### src/rtl/core/rcpv_pkg.sv
package rcpv_pkg;

    // default pulse measurement width, microseconds
    localparam int PULSE_BITS_DEF = 15;

    localparam int TOP_BITS     = 10;
    localparam int VEL_BITS     = 11;
    localparam int CFG_IDX_BITS = 3;

    // quotient bits per divide: one overflow bit above an 11 bit magnitude
    localparam int QUOT_BITS = 12;

    localparam int VEL_LIMIT  = 1000;
    localparam int SPIN_CENTI = 50;

    // register reset values
    localparam int PULSE_MIN_RST   = 993;
    localparam int PULSE_MAX_RST   = 2000;
    localparam int PULSE_MID_RST   = 1500;
    localparam int DEAD_LOW_RST    = 1450;
    localparam int DEAD_HIGH_RST   = 1550;
    localparam int SPAN_MARGIN_RST = 10;
    localparam int TOP_LINEAR_RST  = 200;
    localparam int TOP_ANGULAR_RST = 400;

    typedef enum logic [1:0] {
        OP_STOP   = 2'd0,
        OP_MANUAL = 2'd1,
        OP_AUTO   = 2'd2
    } t_mode;

    typedef enum logic [CFG_IDX_BITS-1:0] {
        CFG_PULSE_MIN   = 3'd0,
        CFG_PULSE_MAX   = 3'd1,
        CFG_PULSE_MID   = 3'd2,
        CFG_DEAD_LOW    = 3'd3,
        CFG_DEAD_HIGH   = 3'd4,
        CFG_SPAN_MARGIN = 3'd5,
        CFG_TOP_LINEAR  = 3'd6,
        CFG_TOP_ANGULAR = 3'd7
    } t_cfg_idx;

endpackage

### src/rtl/core/rcpv_in_if.sv
interface rcpv_in_if import rcpv_pkg::*; #(
    parameter int PULSE_BITS = PULSE_BITS_DEF
) ();
    logic                  valid;
    logic                  ready;
    logic [PULSE_BITS-1:0] mode_pulse;
    logic [PULSE_BITS-1:0] limit_pulse;
    logic [PULSE_BITS-1:0] linear_pulse;
    logic [PULSE_BITS-1:0] turn_pulse;
    logic [PULSE_BITS-1:0] spin_pulse;

    modport source (
        output valid, mode_pulse, limit_pulse, linear_pulse, turn_pulse, spin_pulse,
        input  ready
    );
    modport sink (
        input  valid, mode_pulse, limit_pulse, linear_pulse, turn_pulse, spin_pulse,
        output ready
    );
endinterface

### src/rtl/core/rcpv_out_if.sv
interface rcpv_out_if import rcpv_pkg::*; ();
    logic                       valid;
    logic                       ready;
    logic [1:0]                 op_mode;
    logic                       mode_changed;
    logic                       velocity_valid;
    logic signed [VEL_BITS-1:0] linear_centi;
    logic signed [VEL_BITS-1:0] angular_centi;

    modport source (
        output valid, op_mode, mode_changed, velocity_valid, linear_centi, angular_centi,
        input  ready
    );
    modport sink (
        input  valid, op_mode, mode_changed, velocity_valid, linear_centi, angular_centi,
        output ready
    );
endinterface

### src/rtl/core/rcpv_mul.sv
module rcpv_mul import rcpv_pkg::*; #(
    parameter int AW = 27,
    parameter int BW = 19
) (
    input  logic signed [AW-1:0]    i_a,
    input  logic signed [BW-1:0]    i_b,
    output logic signed [AW+BW-1:0] o_p
);
    // shared signed multiplier, product registered by the sequencer
    assign o_p = (AW+BW)'(i_a) * (AW+BW)'(i_b);
endmodule

### src/rtl/core/rcpv_div_step.sv
module rcpv_div_step import rcpv_pkg::*; #(
    parameter int NW = 45
) (
    input  logic [NW-1:0] i_rem,
    input  logic [NW-1:0] i_dsh,
    output logic [NW-1:0] o_rem,
    output logic          o_bit
);
    // one restoring step: subtract the aligned divisor when it fits
    always_comb begin
        o_bit = (i_rem >= i_dsh);
        o_rem = o_bit ? (i_rem - i_dsh) : i_rem;
    end
endmodule

### src/rtl/core/rcpv_core.sv
module rcpv_core import rcpv_pkg::*; #(
    parameter int PULSE_BITS = PULSE_BITS_DEF
) (
    input  logic                       i_clk,
    input  logic                       i_rst_n,
    input  logic                       i_start,
    input  logic [PULSE_BITS-1:0]      i_limit,
    input  logic [PULSE_BITS-1:0]      i_lin,
    input  logic [PULSE_BITS-1:0]      i_turn,
    input  logic [PULSE_BITS-1:0]      i_spin,
    input  logic [PULSE_BITS-1:0]      i_pulse_min,
    input  logic [PULSE_BITS-1:0]      i_pulse_max,
    input  logic [PULSE_BITS-1:0]      i_pulse_mid,
    input  logic [PULSE_BITS-1:0]      i_dead_low,
    input  logic [PULSE_BITS-1:0]      i_dead_high,
    input  logic [TOP_BITS-1:0]        i_span_margin,
    input  logic [TOP_BITS-1:0]        i_top_linear,
    input  logic [TOP_BITS-1:0]        i_top_angular,
    output logic                       o_done,
    output logic signed [VEL_BITS-1:0] o_lin,
    output logic signed [VEL_BITS-1:0] o_ang
);
    localparam int LW = PULSE_BITS + 2;       // lo, span, limit - lo
    localparam int BW = PULSE_BITS + 4;       // stick term
    localparam int AW = PULSE_BITS + 12;      // top * (limit - lo)
    localparam int PW = AW + BW;              // product
    localparam int DW = 2 * PULSE_BITS + 2;   // span squared
    localparam int NW = 2 * PULSE_BITS + 15;  // numerator magnitude
    localparam int CW = $clog2(QUOT_BITS);

    typedef enum logic [2:0] {
        C_IDLE,
        C_SQ,
        C_TA,
        C_NUM,
        C_DIV,
        C_FIN
    } t_cstate;

    t_cstate r_state;
    logic    r_done;
    logic    r_sel;     // 0 linear stick, 1 turn stick

    logic [PULSE_BITS-1:0] r_limit, r_lin, r_turn, r_spin;
    logic [DW-1:0]         r_den;
    logic                  r_span0;
    logic signed [AW-1:0]  r_ta;
    logic                  r_neg;
    logic [NW-1:0]         r_rem;
    logic [NW-1:0]         r_dsh;
    logic [QUOT_BITS-1:0]  r_q;
    logic [CW-1:0]         r_cnt;
    logic signed [VEL_BITS-1:0] r_lin_v, r_ang_v;

    logic signed [LW-1:0]  lo, span, a_term;
    logic signed [BW-1:0]  diff, b_term;
    logic [PULSE_BITS-1:0] x_sel;
    logic [TOP_BITS-1:0]   top_sel;
    logic signed [AW-1:0]  mul_a;
    logic signed [BW-1:0]  mul_b;
    logic signed [PW-1:0]  prod;
    logic [PW-1:0]         prod_abs;
    logic [NW-1:0]         rem_nxt;
    logic                  q_bit;
    logic                  rnz, big, dead, spin_hi, spin_lo;
    logic [QUOT_BITS-1:0]  mag;
    logic [VEL_BITS-1:0]   val;
    logic signed [VEL_BITS-1:0] res, vel_fin;
    logic [PULSE_BITS:0]   hi_sum, lo_sum;

    // calibration terms lo and span, shared by the limit and stick channels, and the selected stick's terms
    always_comb begin
        lo     = $signed(LW'(i_pulse_min)) - $signed(LW'(i_span_margin));
        span   = $signed(LW'(i_pulse_max)) - $signed(LW'(i_pulse_min))
               + $signed(LW'({i_span_margin, 1'b0}));
        a_term = $signed(LW'(r_limit)) - lo;
        x_sel  = r_sel ? r_turn : r_lin;
        top_sel = r_sel ? i_top_angular : i_top_linear;
        diff   = $signed(BW'(x_sel)) - BW'(lo);
        b_term = (diff <<< 1) - BW'(span);
    end

    // operand select for the shared multiplier
    always_comb begin
        case (r_state)
            C_SQ: begin
                mul_a = AW'(span);
                mul_b = BW'(span);
            end
            C_TA: begin
                mul_a = $signed(AW'(top_sel));
                mul_b = BW'(a_term);
            end
            default: begin
                mul_a = r_ta;
                mul_b = b_term;
            end
        endcase
    end

    rcpv_mul #(.AW(AW), .BW(BW)) u_mul (
        .i_a (mul_a),
        .i_b (mul_b),
        .o_p (prod)
    );

    assign prod_abs = prod[PW-1] ? $unsigned(-prod) : $unsigned(prod);

    rcpv_div_step #(.NW(NW)) u_div_step (
        .i_rem (r_rem),
        .i_dsh (r_dsh),
        .o_rem (rem_nxt),
        .o_bit (q_bit)
    );

    // floor, saturation, dead band and spin override
    always_comb begin
        rnz  = |r_rem;
        mag  = {1'b0, r_q[QUOT_BITS-2:0]} + QUOT_BITS'(r_neg & rnz);
        big  = r_q[QUOT_BITS-1] | (mag > QUOT_BITS'(VEL_LIMIT));
        val  = big ? VEL_BITS'(VEL_LIMIT) : mag[VEL_BITS-1:0];
        res  = r_neg ? -$signed(val) : $signed(val);
        dead = (x_sel > i_dead_low) && (x_sel < i_dead_high);
        vel_fin = (r_span0 || dead) ? '0 : res;
        hi_sum  = {1'b0, i_pulse_mid} + {1'b0, i_pulse_max};
        lo_sum  = {1'b0, i_pulse_mid} + {1'b0, i_pulse_min};
        spin_hi = r_spin > hi_sum[PULSE_BITS:1];
        spin_lo = r_spin < lo_sum[PULSE_BITS:1];
    end

    always_ff @(posedge i_clk) begin
        if (!i_rst_n) begin
            r_state <= C_IDLE;
            r_done  <= 1'b0;
            r_sel   <= 1'b0;
        end else begin
            r_done <= 1'b0;
            case (r_state)
                C_IDLE: begin
                    if (i_start) begin
                        r_limit <= i_limit;
                        r_lin   <= i_lin;
                        r_turn  <= i_turn;
                        r_spin  <= i_spin;
                        r_sel   <= 1'b0;
                        r_state <= C_SQ;
                    end
                end
                C_SQ: begin
                    r_den   <= prod[DW-1:0];
                    r_span0 <= (span == '0);
                    r_state <= C_TA;
                end
                C_TA: begin
                    r_ta    <= prod[AW-1:0];
                    r_state <= C_NUM;
                end
                C_NUM: begin
                    r_neg   <= prod[PW-1];
                    r_rem   <= prod_abs[NW-1:0];
                    r_dsh   <= NW'({r_den, {(QUOT_BITS-1){1'b0}}});
                    r_q     <= '0;
                    r_cnt   <= '0;
                    r_state <= C_DIV;
                end
                C_DIV: begin
                    r_rem <= rem_nxt;
                    r_q   <= {r_q[QUOT_BITS-2:0], q_bit};
                    r_dsh <= r_dsh >> 1;
                    r_cnt <= r_cnt + 1'b1;
                    if (r_cnt == CW'(QUOT_BITS - 1)) begin
                        r_state <= C_FIN;
                    end
                end
                C_FIN: begin
                    if (!r_sel) begin
                        r_lin_v <= vel_fin;
                        r_sel   <= 1'b1;
                        r_state <= C_TA;
                    end else begin
                        if (spin_hi) begin
                            r_ang_v <= VEL_BITS'(SPIN_CENTI);
                            r_lin_v <= '0;
                        end else if (spin_lo) begin
                            r_ang_v <= -VEL_BITS'(SPIN_CENTI);
                            r_lin_v <= '0;
                        end else begin
                            r_ang_v <= vel_fin;
                        end
                        r_done  <= 1'b1;
                        r_state <= C_IDLE;
                    end
                end
                default: begin
                    r_state <= C_IDLE;
                end
            endcase
        end
    end

    assign o_done = r_done;
    assign o_lin  = r_lin_v;
    assign o_ang  = r_ang_v;

endmodule

### src/rtl/core/rc_pulse_to_velocity_command.sv
// radio-control pulse frame to velocity command
//
// i_in carries one frame of measured pulse widths per transaction (mode,
// speed limit, linear stick, turn stick, spin stick). o_out returns one
// transaction per frame: decoded mode, mode-change flag, velocity valid and
// signed linear / angular velocities in hundredths.
// calibration is written through i_cfg_we / i_cfg_idx / i_cfg_data; the
// user must write it only while the block is idle, which the block itself
// does not enforce. all channels share the one calibration set.
// a manual frame runs one squaring of the span, then per stick one
// multiply for the scaled limit, one for the numerator and 12 restoring
// divide steps, all through one shared multiplier and one divide step
// unit. stop and auto frames skip the arithmetic and go straight to the
// output register. i_in.ready is high only while the sequencer is idle,
// so a new frame is taken only after the last one has left the sequencer.
// o_out is a register: a new frame is accepted while a finished result
// still waits, and the next result is held in the sequencer until the
// receiver takes the old one.
// reset loads the default calibration, stored mode back to stop, and
// drops o_out.valid.
module rc_pulse_to_velocity_command import rcpv_pkg::*; #(
    parameter int PULSE_BITS = PULSE_BITS_DEF
) (
    input  logic                    i_clk,
    input  logic                    i_rst_n,
    rcpv_in_if.sink                 i_in,
    rcpv_out_if.source              o_out,
    input  logic                    i_cfg_we,
    input  logic [CFG_IDX_BITS-1:0] i_cfg_idx,
    input  logic [PULSE_BITS-1:0]   i_cfg_data
);
    typedef enum logic [1:0] {
        T_IDLE,
        T_CALC,
        T_OUT
    } t_tstate;

    t_tstate r_state;

    // calibration registers
    logic [PULSE_BITS-1:0] r_pulse_min, r_pulse_max, r_pulse_mid;
    logic [PULSE_BITS-1:0] r_dead_low, r_dead_high;
    logic [TOP_BITS-1:0]   r_span_margin, r_top_linear, r_top_angular;

    // frame state
    t_mode r_last_mode;
    t_mode r_mode;
    logic  r_chg;

    // output register
    logic                       r_ovalid;
    t_mode                      r_o_mode;
    logic                       r_o_chg;
    logic                       r_o_vvalid;
    logic signed [VEL_BITS-1:0] r_o_lin, r_o_ang;

    logic  in_acc;
    logic  out_free;
    logic  core_done;
    logic  is_manual;
    t_mode dec_mode;
    logic signed [VEL_BITS-1:0] core_lin, core_ang;

    // mode switch: below band stop, inside band manual, above auto
    always_comb begin
        if (i_in.mode_pulse < r_dead_low) begin
            dec_mode = OP_STOP;
        end else if (i_in.mode_pulse <= r_dead_high) begin
            dec_mode = OP_MANUAL;
        end else begin
            dec_mode = OP_AUTO;
        end
    end

    assign i_in.ready = (r_state == T_IDLE);
    assign in_acc     = i_in.valid && (r_state == T_IDLE);
    assign out_free   = !r_ovalid || o_out.ready;
    assign is_manual  = (r_mode == OP_MANUAL);

    rcpv_core #(.PULSE_BITS(PULSE_BITS)) u_core (
        .i_clk         (i_clk),
        .i_rst_n       (i_rst_n),
        .i_start       (in_acc && (dec_mode == OP_MANUAL)),
        .i_limit       (i_in.limit_pulse),
        .i_lin         (i_in.linear_pulse),
        .i_turn        (i_in.turn_pulse),
        .i_spin        (i_in.spin_pulse),
        .i_pulse_min   (r_pulse_min),
        .i_pulse_max   (r_pulse_max),
        .i_pulse_mid   (r_pulse_mid),
        .i_dead_low    (r_dead_low),
        .i_dead_high   (r_dead_high),
        .i_span_margin (r_span_margin),
        .i_top_linear  (r_top_linear),
        .i_top_angular (r_top_angular),
        .o_done        (core_done),
        .o_lin         (core_lin),
        .o_ang         (core_ang)
    );

    // configuration writes
    always_ff @(posedge i_clk) begin
        if (!i_rst_n) begin
            r_pulse_min   <= PULSE_BITS'(PULSE_MIN_RST);
            r_pulse_max   <= PULSE_BITS'(PULSE_MAX_RST);
            r_pulse_mid   <= PULSE_BITS'(PULSE_MID_RST);
            r_dead_low    <= PULSE_BITS'(DEAD_LOW_RST);
            r_dead_high   <= PULSE_BITS'(DEAD_HIGH_RST);
            r_span_margin <= TOP_BITS'(SPAN_MARGIN_RST);
            r_top_linear  <= TOP_BITS'(TOP_LINEAR_RST);
            r_top_angular <= TOP_BITS'(TOP_ANGULAR_RST);
        end else if (i_cfg_we) begin
            case (t_cfg_idx'(i_cfg_idx))
                CFG_PULSE_MIN:   r_pulse_min   <= i_cfg_data;
                CFG_PULSE_MAX:   r_pulse_max   <= i_cfg_data;
                CFG_PULSE_MID:   r_pulse_mid   <= i_cfg_data;
                CFG_DEAD_LOW:    r_dead_low    <= i_cfg_data;
                CFG_DEAD_HIGH:   r_dead_high   <= i_cfg_data;
                CFG_SPAN_MARGIN: r_span_margin <= i_cfg_data[TOP_BITS-1:0];
                CFG_TOP_LINEAR:  r_top_linear  <= i_cfg_data[TOP_BITS-1:0];
                CFG_TOP_ANGULAR: r_top_angular <= i_cfg_data[TOP_BITS-1:0];
                default: begin
                end
            endcase
        end
    end

    // frame sequencing and output register
    always_ff @(posedge i_clk) begin
        if (!i_rst_n) begin
            r_state     <= T_IDLE;
            r_last_mode <= OP_STOP;
            r_ovalid    <= 1'b0;
        end else begin
            // in T_OUT a result leaving this cycle is replaced below
            if (r_ovalid && o_out.ready && (r_state != T_OUT)) begin
                r_ovalid <= 1'b0;
            end
            case (r_state)
                T_IDLE: begin
                    if (in_acc) begin
                        r_mode      <= dec_mode;
                        r_chg       <= (dec_mode != r_last_mode);
                        r_last_mode <= dec_mode;
                        r_state     <= (dec_mode == OP_MANUAL) ? T_CALC : T_OUT;
                    end
                end
                T_CALC: begin
                    if (core_done) begin
                        r_state <= T_OUT;
                    end
                end
                T_OUT: begin
                    if (out_free) begin
                        r_ovalid   <= 1'b1;
                        r_o_mode   <= r_mode;
                        r_o_chg    <= r_chg;
                        r_o_vvalid <= is_manual;
                        r_o_lin    <= is_manual ? core_lin : '0;
                        r_o_ang    <= is_manual ? core_ang : '0;
                        r_state    <= T_IDLE;
                    end
                end
                default: begin
                    r_state <= T_IDLE;
                end
            endcase
        end
    end

    assign o_out.valid          = r_ovalid;
    assign o_out.op_mode        = r_o_mode;
    assign o_out.mode_changed   = r_o_chg;
    assign o_out.velocity_valid = r_o_vvalid;
    assign o_out.linear_centi   = r_o_lin;
    assign o_out.angular_centi  = r_o_ang;

endmodule

### src/flat_wrapper.sv
// flat-port wrapper written by rule: the top's interface ports become plain ports
module rc_pulse_to_velocity_command_flat import rcpv_pkg::*;
#(
    parameter int PULSE_BITS = PULSE_BITS_DEF
)
  (i_clk, i_rst_n, i_cfg_we, i_cfg_idx, i_cfg_data, i_in_valid, i_in_mode_pulse, i_in_limit_pulse, i_in_linear_pulse, i_in_turn_pulse, i_in_spin_pulse, i_in_ready, o_out_valid, o_out_op_mode, o_out_mode_changed, o_out_velocity_valid, o_out_linear_centi, o_out_angular_centi, o_out_ready);
  rcpv_in_if #(.PULSE_BITS(PULSE_BITS)) i_in_i ();
  rcpv_out_if o_out_i ();
  input  logic i_clk;
  input  logic i_rst_n;
  input  logic i_cfg_we;
  input  logic [CFG_IDX_BITS-1:0] i_cfg_idx;
  input  logic [PULSE_BITS-1:0] i_cfg_data;
  input wire logic [$bits(i_in_i.valid)-1:0] i_in_valid;
  input wire logic [$bits(i_in_i.mode_pulse)-1:0] i_in_mode_pulse;
  input wire logic [$bits(i_in_i.limit_pulse)-1:0] i_in_limit_pulse;
  input wire logic [$bits(i_in_i.linear_pulse)-1:0] i_in_linear_pulse;
  input wire logic [$bits(i_in_i.turn_pulse)-1:0] i_in_turn_pulse;
  input wire logic [$bits(i_in_i.spin_pulse)-1:0] i_in_spin_pulse;
  output wire logic [$bits(i_in_i.ready)-1:0] i_in_ready;
  output wire logic [$bits(o_out_i.valid)-1:0] o_out_valid;
  output wire logic [$bits(o_out_i.op_mode)-1:0] o_out_op_mode;
  output wire logic [$bits(o_out_i.mode_changed)-1:0] o_out_mode_changed;
  output wire logic [$bits(o_out_i.velocity_valid)-1:0] o_out_velocity_valid;
  output wire logic [$bits(o_out_i.linear_centi)-1:0] o_out_linear_centi;
  output wire logic [$bits(o_out_i.angular_centi)-1:0] o_out_angular_centi;
  input wire logic [$bits(o_out_i.ready)-1:0] o_out_ready;
  assign i_in_i.valid = i_in_valid;
  assign i_in_i.mode_pulse = i_in_mode_pulse;
  assign i_in_i.limit_pulse = i_in_limit_pulse;
  assign i_in_i.linear_pulse = i_in_linear_pulse;
  assign i_in_i.turn_pulse = i_in_turn_pulse;
  assign i_in_i.spin_pulse = i_in_spin_pulse;
  assign i_in_ready = i_in_i.ready;
  assign o_out_valid = o_out_i.valid;
  assign o_out_op_mode = o_out_i.op_mode;
  assign o_out_mode_changed = o_out_i.mode_changed;
  assign o_out_velocity_valid = o_out_i.velocity_valid;
  assign o_out_linear_centi = o_out_i.linear_centi;
  assign o_out_angular_centi = o_out_i.angular_centi;
  assign o_out_i.ready = o_out_ready;
  rc_pulse_to_velocity_command #(.PULSE_BITS(PULSE_BITS)) u_core (.i_clk(i_clk), .i_rst_n(i_rst_n), .i_in(i_in_i), .o_out(o_out_i), .i_cfg_we(i_cfg_we), .i_cfg_idx(i_cfg_idx), .i_cfg_data(i_cfg_data));
endmodule
### config.mk
export PLATFORM = sky130hd
export DESIGN_NAME = rc_pulse_to_velocity_command_flat
export DESIGN_NICKNAME = d
export VERILOG_FILES = /design/src/rtl/core/rcpv_pkg.sv /design/src/rtl/core/rcpv_in_if.sv /design/src/rtl/core/rcpv_out_if.sv /design/src/rtl/core/rcpv_mul.sv /design/src/rtl/core/rcpv_div_step.sv /design/src/rtl/core/rcpv_core.sv /design/src/rtl/core/rc_pulse_to_velocity_command.sv /design/src/flat_wrapper.sv
export SDC_FILE = /design/constraint.sdc
export NUM_CORES = 2
export LEC_CHECK = 0
export BUFFER_PORTS_ARGS = -buffer_cell sky130_fd_sc_hd__buf_2
export CAP_MARGIN = 20
export CELL_PAD_IN_SITES_DETAIL_PLACEMENT = 1
export CELL_PAD_IN_SITES_GLOBAL_PLACEMENT = 1
export CORE_MARGIN = 2
export CORE_UTILIZATION = 30
export DETAILED_ROUTE_END_ITERATION = 12
export PLACE_DENSITY = 0.56
export SYNTH_ARGS = -nofsm -noshare
export SYNTH_HDL_FRONTEND = slang
export SYNTH_SLANG_ARGS = --single-unit
### constraint.sdc
create_clock -name i_clk -period 21.7 [get_ports i_clk]
set_input_delay 5.425 -clock i_clk [delete_from_list [all_inputs] [get_ports i_clk]]
set_output_delay 5.425 -clock i_clk [all_outputs]
set_load 0.005 [all_outputs]
-- After elaboration in Yosys (flattened, before gate mapping)
Cells that the tools add are included.
W data, S select, Z words.
- register bits after elaboration: 393
- input port bits: 98
- output and inout port bits: 28
- $add $sub $neg: 13
- multiply operators: 1
- order comparisons: 8
- equality and inequality tests: 26
- muxes and demuxes: 34
- bitwise gates (word level): 2
- reductions and logical operators: 39
- operator list (cell ; count):
    $pmux W45 S2 ; 2
    $mux W45 ; 2
    $mux W11 ; 7
    $pmux W27 S2 ; 1
    $mul A27 B19 Y46 ; 1
    $ge A45 B45 Y1 ; 1
    $lt A15 B15 Y1 ; 3
    $neg A45 Y45 ; 1
    $reduce_or A45 Y1 ; 1
    $sub A45 B45 Y45 ; 1
    $pmux W19 S2 ; 1
    $sub A16 B16 Y17 ; 2
    $add A15 B15 Y16 ; 2
    $reduce_and A2 Y1 ; 16
    $gt A15 B15 Y1 ; 2
    $pmux W12 S2 ; 1
    $reduce_and A3 Y1 ; 7
    $sub A18 B17 Y19 ; 1
    $eq A3 B3 Y1 const B ; 6
    $pmux W3 S6 ; 1
    $add A16 B12 Y17 ; 1
    $logic_not A17 Y1 ; 1
    $sub A15 B10 Y16 ; 1
    $sub A15 B15 Y16 ; 1
    31 further kinds ; 60

-- Depth between registers and ports, before layout
- depth in word-level cells: 10
- mapped depth: 58

-- Modules after synthesis
From an unflattened synthesis, not the netlist that was laid out.
- cell total of the unflattened synthesis: 4948
- area total of the unflattened synthesis: 44801.7 um^2
- modules (own cells, without submodules) (module ; instances ; cells an instance ; area each (um^2) ; sequential area each (um^2)):
    rcpv_mul ; 1 ; 1993 ; 18152.4 ; 0.0
    rcpv_core ; 1 ; 1788 ; 17548.1 ; 7517.2
    rc_pulse_to_velocity_command ; 1 ; 658 ; 5881.9 ; 3072.9
    rcpv_div_step ; 1 ; 509 ; 3219.3 ; 0.0

-- Least setup slack after synthesis
No wires, ideal clock.
- path kind: flip-flop to flip-flop
- from: reg u_core.u_core.r_sel
- to: reg u_core.u_core.r_rem[41] (data pin)
- data arrival time: 12795 ps
- required time: 21430 ps
- setup slack: 8634 ps
- cell stages (with the launch flop): 45
- buffers on the path: 3
- period minus slack after synthesis: 13066 ps
- cell sequence: dfxtp_1 -> buf_1 -> clkbuf_1 -> clkbuf_1 -> mux2_2 -> fa_1 -> a21o_1 -> a21o_1 -> a21oi_1 -> o211ai_1 -> a211oi_2 -> nand2_1 -> a211oi_2 -> maj3_1 -> a21oi_1 -> a2111o_1 -> nand2_1 -> xnor2_1 -> [... 9 more ...] -> fa_1 -> fa_1 -> fa_1 -> fa_1 -> inv_1 -> fa_1 -> inv_1 -> ha_1 -> nand3_1 -> o41ai_1 -> a41oi_1 -> xnor2_1 -> or4_1 -> nor4_2 -> and3_1 -> a31oi_1 -> xnor2_1 -> mux2i_1
- cells in the longest elaborated chain, start to end: 8
- elaborated cells on any way between the ends: 10
- RTL lines (what ; RTL line ; source):
    start, declared ; rcpv_core.sv:42 ; logic r_sel;
    start signal, assigned ; rcpv_core.sv:135 ; r_sel <= 1'b0;
    start signal, assigned ; rcpv_core.sv:145 ; r_sel <= 1'b0;
    start signal, assigned ; rcpv_core.sv:178 ; r_sel <= 1'b1;
    $mux W15 ; rcpv_core.sv:77 ; x_sel = r_sel ? r_turn : r_lin;
    $sub A16 B16 Y17 ; rcpv_core.sv:79 ; diff = $signed(BW'(x_sel)) - BW'(lo);
    $sub A18 B17 Y19 ; rcpv_core.sv:80 ; b_term = (diff <<< 1) - BW'(span);
    $pmux W19 S2 ; rcpv_core.sv:85 ; case (r_state)
    $mul A27 B19 Y46 * ; rcpv_mul.sv:10 ; assign o_p = (AW+BW)'(i_a) * (AW+BW)'(i_b);
    via u_core.u_core.prod[25] ; rcpv_core.sv:61 ; logic signed [PW-1:0] prod;
    $neg A45 Y45 * ; rcpv_core.sv:107 ; assign prod_abs = prod[PW-1] ? $unsigned(-prod) : $unsigned(prod);
    $mux W45 * ; rcpv_core.sv:107 ;
    $pmux W45 S2 * ; rcpv_core.sv:138 ; case (r_state)
    end signal, assigned ; rcpv_core.sv:160 ; r_rem <= prod_abs[NW-1:0];
    end signal, assigned ; rcpv_core.sv:167 ; r_rem <= rem_nxt;
    end, declared ; rcpv_core.sv:49 ; logic [NW-1:0] r_rem;
Mark *: on every way through the listed nets, which the timed path passes. The rest lies on a longest branch.
A chain may end at the register's enable or synchronous reset.

-- Final worst setup path
- from: reg u_core.u_core.r_sel
- to: reg u_core.u_core.r_rem[34] (data pin)
- cells in the longest elaborated chain, start to end: 8
- elaborated cells on any way between the ends: 10
- RTL lines (what ; RTL line):
    $mux W15 ; rcpv_core.sv:77
    $sub A16 B16 Y17 ; rcpv_core.sv:79
    $sub A18 B17 Y19 ; rcpv_core.sv:80
    $pmux W19 S2 ; rcpv_core.sv:85
    $mul A27 B19 Y46 * ; rcpv_mul.sv:10
    $neg A45 Y45 ; rcpv_core.sv:107
    $mux W45 * ; rcpv_core.sv:107
    $pmux W45 S2 * ; rcpv_core.sv:138
Mark *: on every way between the ends. The rest lies on a longest branch, timed or not.

==> run metrics <==
Max stage delay cell, worst path dfxtp_2; HPWL Detailed between 100,000 and 150,000 um; Skew-Pair Late Insertion Delay about 0.65 ns; FF+latch count, synth between 300 and 400; final hold violation count 0; Post-Syn Nets 5,827; Setup Skew 0.04413 ns; Setup Fix Bufs, Post-CTS 0; Mapped Avg Cell Area between 9 and 10 um^2; via/cell ratio 5.094; post-synthesis sequential area ratio 0.2377; Hold-fix buffers, CTS 0; clk sinks 391; Netlist Area Pre-Place 44,560 um^2; Setup-failing EPs final 0; fillers 17,060; Tcrit/Tclk final 0.6773; EDFF count, synth 276; DRC viols 0; routability cong. 0.8675; CTS clk-pin slew, worst paths 0.06 ns; Worst Path Arrival 15.07 ns; Synth area leader fa_1; element type at the critical path start flop; Slew HR 0.2427; Crit path required time 22.07 ns; n_diodes 0; distinct cell type count after synthesis 101; WL final 150,700 um; most frequent CP cell fa_1; Worst Hold Class reg2reg; nets@finish 5,876; Post-Synthesis Cells 4,852; Detail Route Antenna Nets 0; TritonRoute pass-1 iters 5; IO buf count 125; RSZ-0062 raised after global routing false; GRT Overall Usage 0.2006; largest net degree at the start of global routing 85; vias in the first global route 38,100; CTS Buffer Depth 3; fraction of layout cells with a size suffix above 1 0.07653; die height slightly below 400 um; asr flop ratio synth 0; setup_tns 0 ns; Crit. End Element flop; Synth top area share 0.2314; dominant cell by count in the synthesized netlist nand2_1; Fmax achieved approximately 68 MHz; top_reg_cell synth edfxtp_1; initial antenna violation count 7; Area contributors post-synth fa_1 23%, edfxtp_1 19%, ha_1 10%, nand2_1 6.1%, inv_1 5.7%; via count 34,990; first-pass GRT wire length 234,300 um; Tmin final 14.70 ns; I/O pin cnt approximately 130; Die W 389.4 um; row count 141; CP max FO 30; die area approximately 150,000 um^2; fin. max-slew vios 0; Critical Path Start u_core.u_core.r_sel; status completed; CTS Root Buffer Type clkbuf_16; HP Start u_core.r_chg; RR Startpoint u_core.u_core.r_sel; post-CTS sizing 0; Starting Density 0.3018; worst path bufs/invs 4; 1st-iter DRT viols roughly 1,700; placed cell areas 47,440 um^2; WS Path Type reg2reg; GRT Residual Overflow 0; Layout area overhead 10.04%; max incr delay on CP 0.91 ns; core area 147,700 um^2; Worst Tran Pin Value 1.104 ns; Max-Cap Viols 0; design area 49,040 um^2; CTS tree done; H-tree levels 2; commonest cells in the netlist 730 x nand2_1, 673 x inv_1, 515 x fa_1; yosys warns 0; Num CTS Buffers slightly below 50; Crit path max-delay family adder cells; drt wl/cell 21.94 um
-- registers in the layout (all words and copies together) (netlist names), 4 cells and up --
name	cells
u_core.u_core.r_spin	15
u_core.o_out.linear_centi	11
u_core.r_pulse_min	15
u_core.r_top_linear	10
u_core.u_core.r_rem	45
u_core.r_top_angular	10
u_core.r_dead_high	15
u_core.u_core.r_den	32
u_core.u_core.r_q	12
u_core.o_out.angular_centi	11
u_core.r_pulse_max	15
u_core.u_core.r_cnt	4
u_core.u_core.o_ang	11
u_core.u_core.r_ta	27
u_core.u_core.o_lin	11
u_core.u_core.r_dsh	43
u_core.u_core.r_lin	15
u_core.u_core.r_turn	15
u_core.r_dead_low	15
u_core.u_core.r_limit	15
u_core.r_span_margin	10
u_core.r_pulse_mid	15
-- logic make-up (layout without fill, tap and decap cells) --
logic type,Yosys count,in the layout,share of synthesized area
adder cells (fa/ha/maj),885,885,0.3348
AO/OA/AOI/OAI,953,953,0.1429
multiplexers,42,42,0.01016
XOR/XNOR,240,240,0.04804
buffers and inverters,873,960,0.07609
flip-flops,391,391,0.2377
AND/OR/NAND/NOR,1468,1468,0.1503
-- worst paths after layout --
kind                            slack (ns)  cells past startpoint                        end
worst max-delay path                  7.00                     46    u_core.u_core.r_rem[34]
worst min-delay path                  0.44                      0  u_core.o_out.mode_changed
worst max register to register        7.00                     46    u_core.u_core.r_rem[34]
worst min register to register        0.44                      0  u_core.o_out.mode_changed
-- cell usage in the layout, fill, tap and decap left out, types with 9 or more instances in the layout --
cell       synthesis  layout
edfxtp_1         276     276
and3_1            30      30
o21a_1            57      57
nor2_1           256     255
mux2i_1           21      21
a21o_1           124     124
o211ai_1          33      33
o21ai_0          155     153
buf_4              8      70
buf_2             16     124
nand2_1          730     729
nand2b_1          37      36
o21bai_1          24      24
nor2b_1           45      44
ha_1             362     362
a31o_2             9       9
o31ai_1           14      13
nor3_1            45      40
a211oi_1          42      42
dfxtp_1          115     114
nor4_1            24      23
xnor2_1          159     157
fa_1             515     515
nand4_1           34      34
inv_1            673     673
a211o_1           17      17
or3_1             12      12
a31oi_1           36      35
o31a_1            10      10
a21boi_0          76      76
nand3_1           78      78
mux2_2            19      19
clkinv_2           0       9
a21oi_1          245     244
a221o_1           13      11
xor2_1            77      77
and2_1           112     112
or2_2             20      20
clkbuf_16          0      51
-- metal layers --
layer,share of wire,track usage
met5,0.00027,0
met4,0.026,0.04729
met3,0.036,0.01906
met2,0.48,0.3458
met1,0.46,0.2703
-- stage by stage --
step,instances,util,setup slack (ns),hold slack [ns]
6_report,6869,0.3321,7.002,0.4436
5_1_grt,6869,0.3321,6.001,0.4566
4_1_cts,6868,0.3320,7.077,0.4454
3_5_place_dp,6779,0.3213,7.147,0.4303
3_3_place_gp,6776,0.3209,7.362,0.4018
2_1_floorplan,4852,-,8.634,0.4003
-- area by class of cell --
cell class                 count  area [um^2]  area share
timing repair buffer         197         1204     0.02455
clock buffer                  59         1306     0.02664
multi-input combinational   3588        30720      0.6264
tap                         1930         2415     0.04925
sequential                   391        10590      0.2160
clock inverter                30        272.8    0.005563
inverter                     674         2530     0.05159
Power is not shown: default switching activity piles up to over one toggle a cycle in this logic, so the estimate is an artifact.
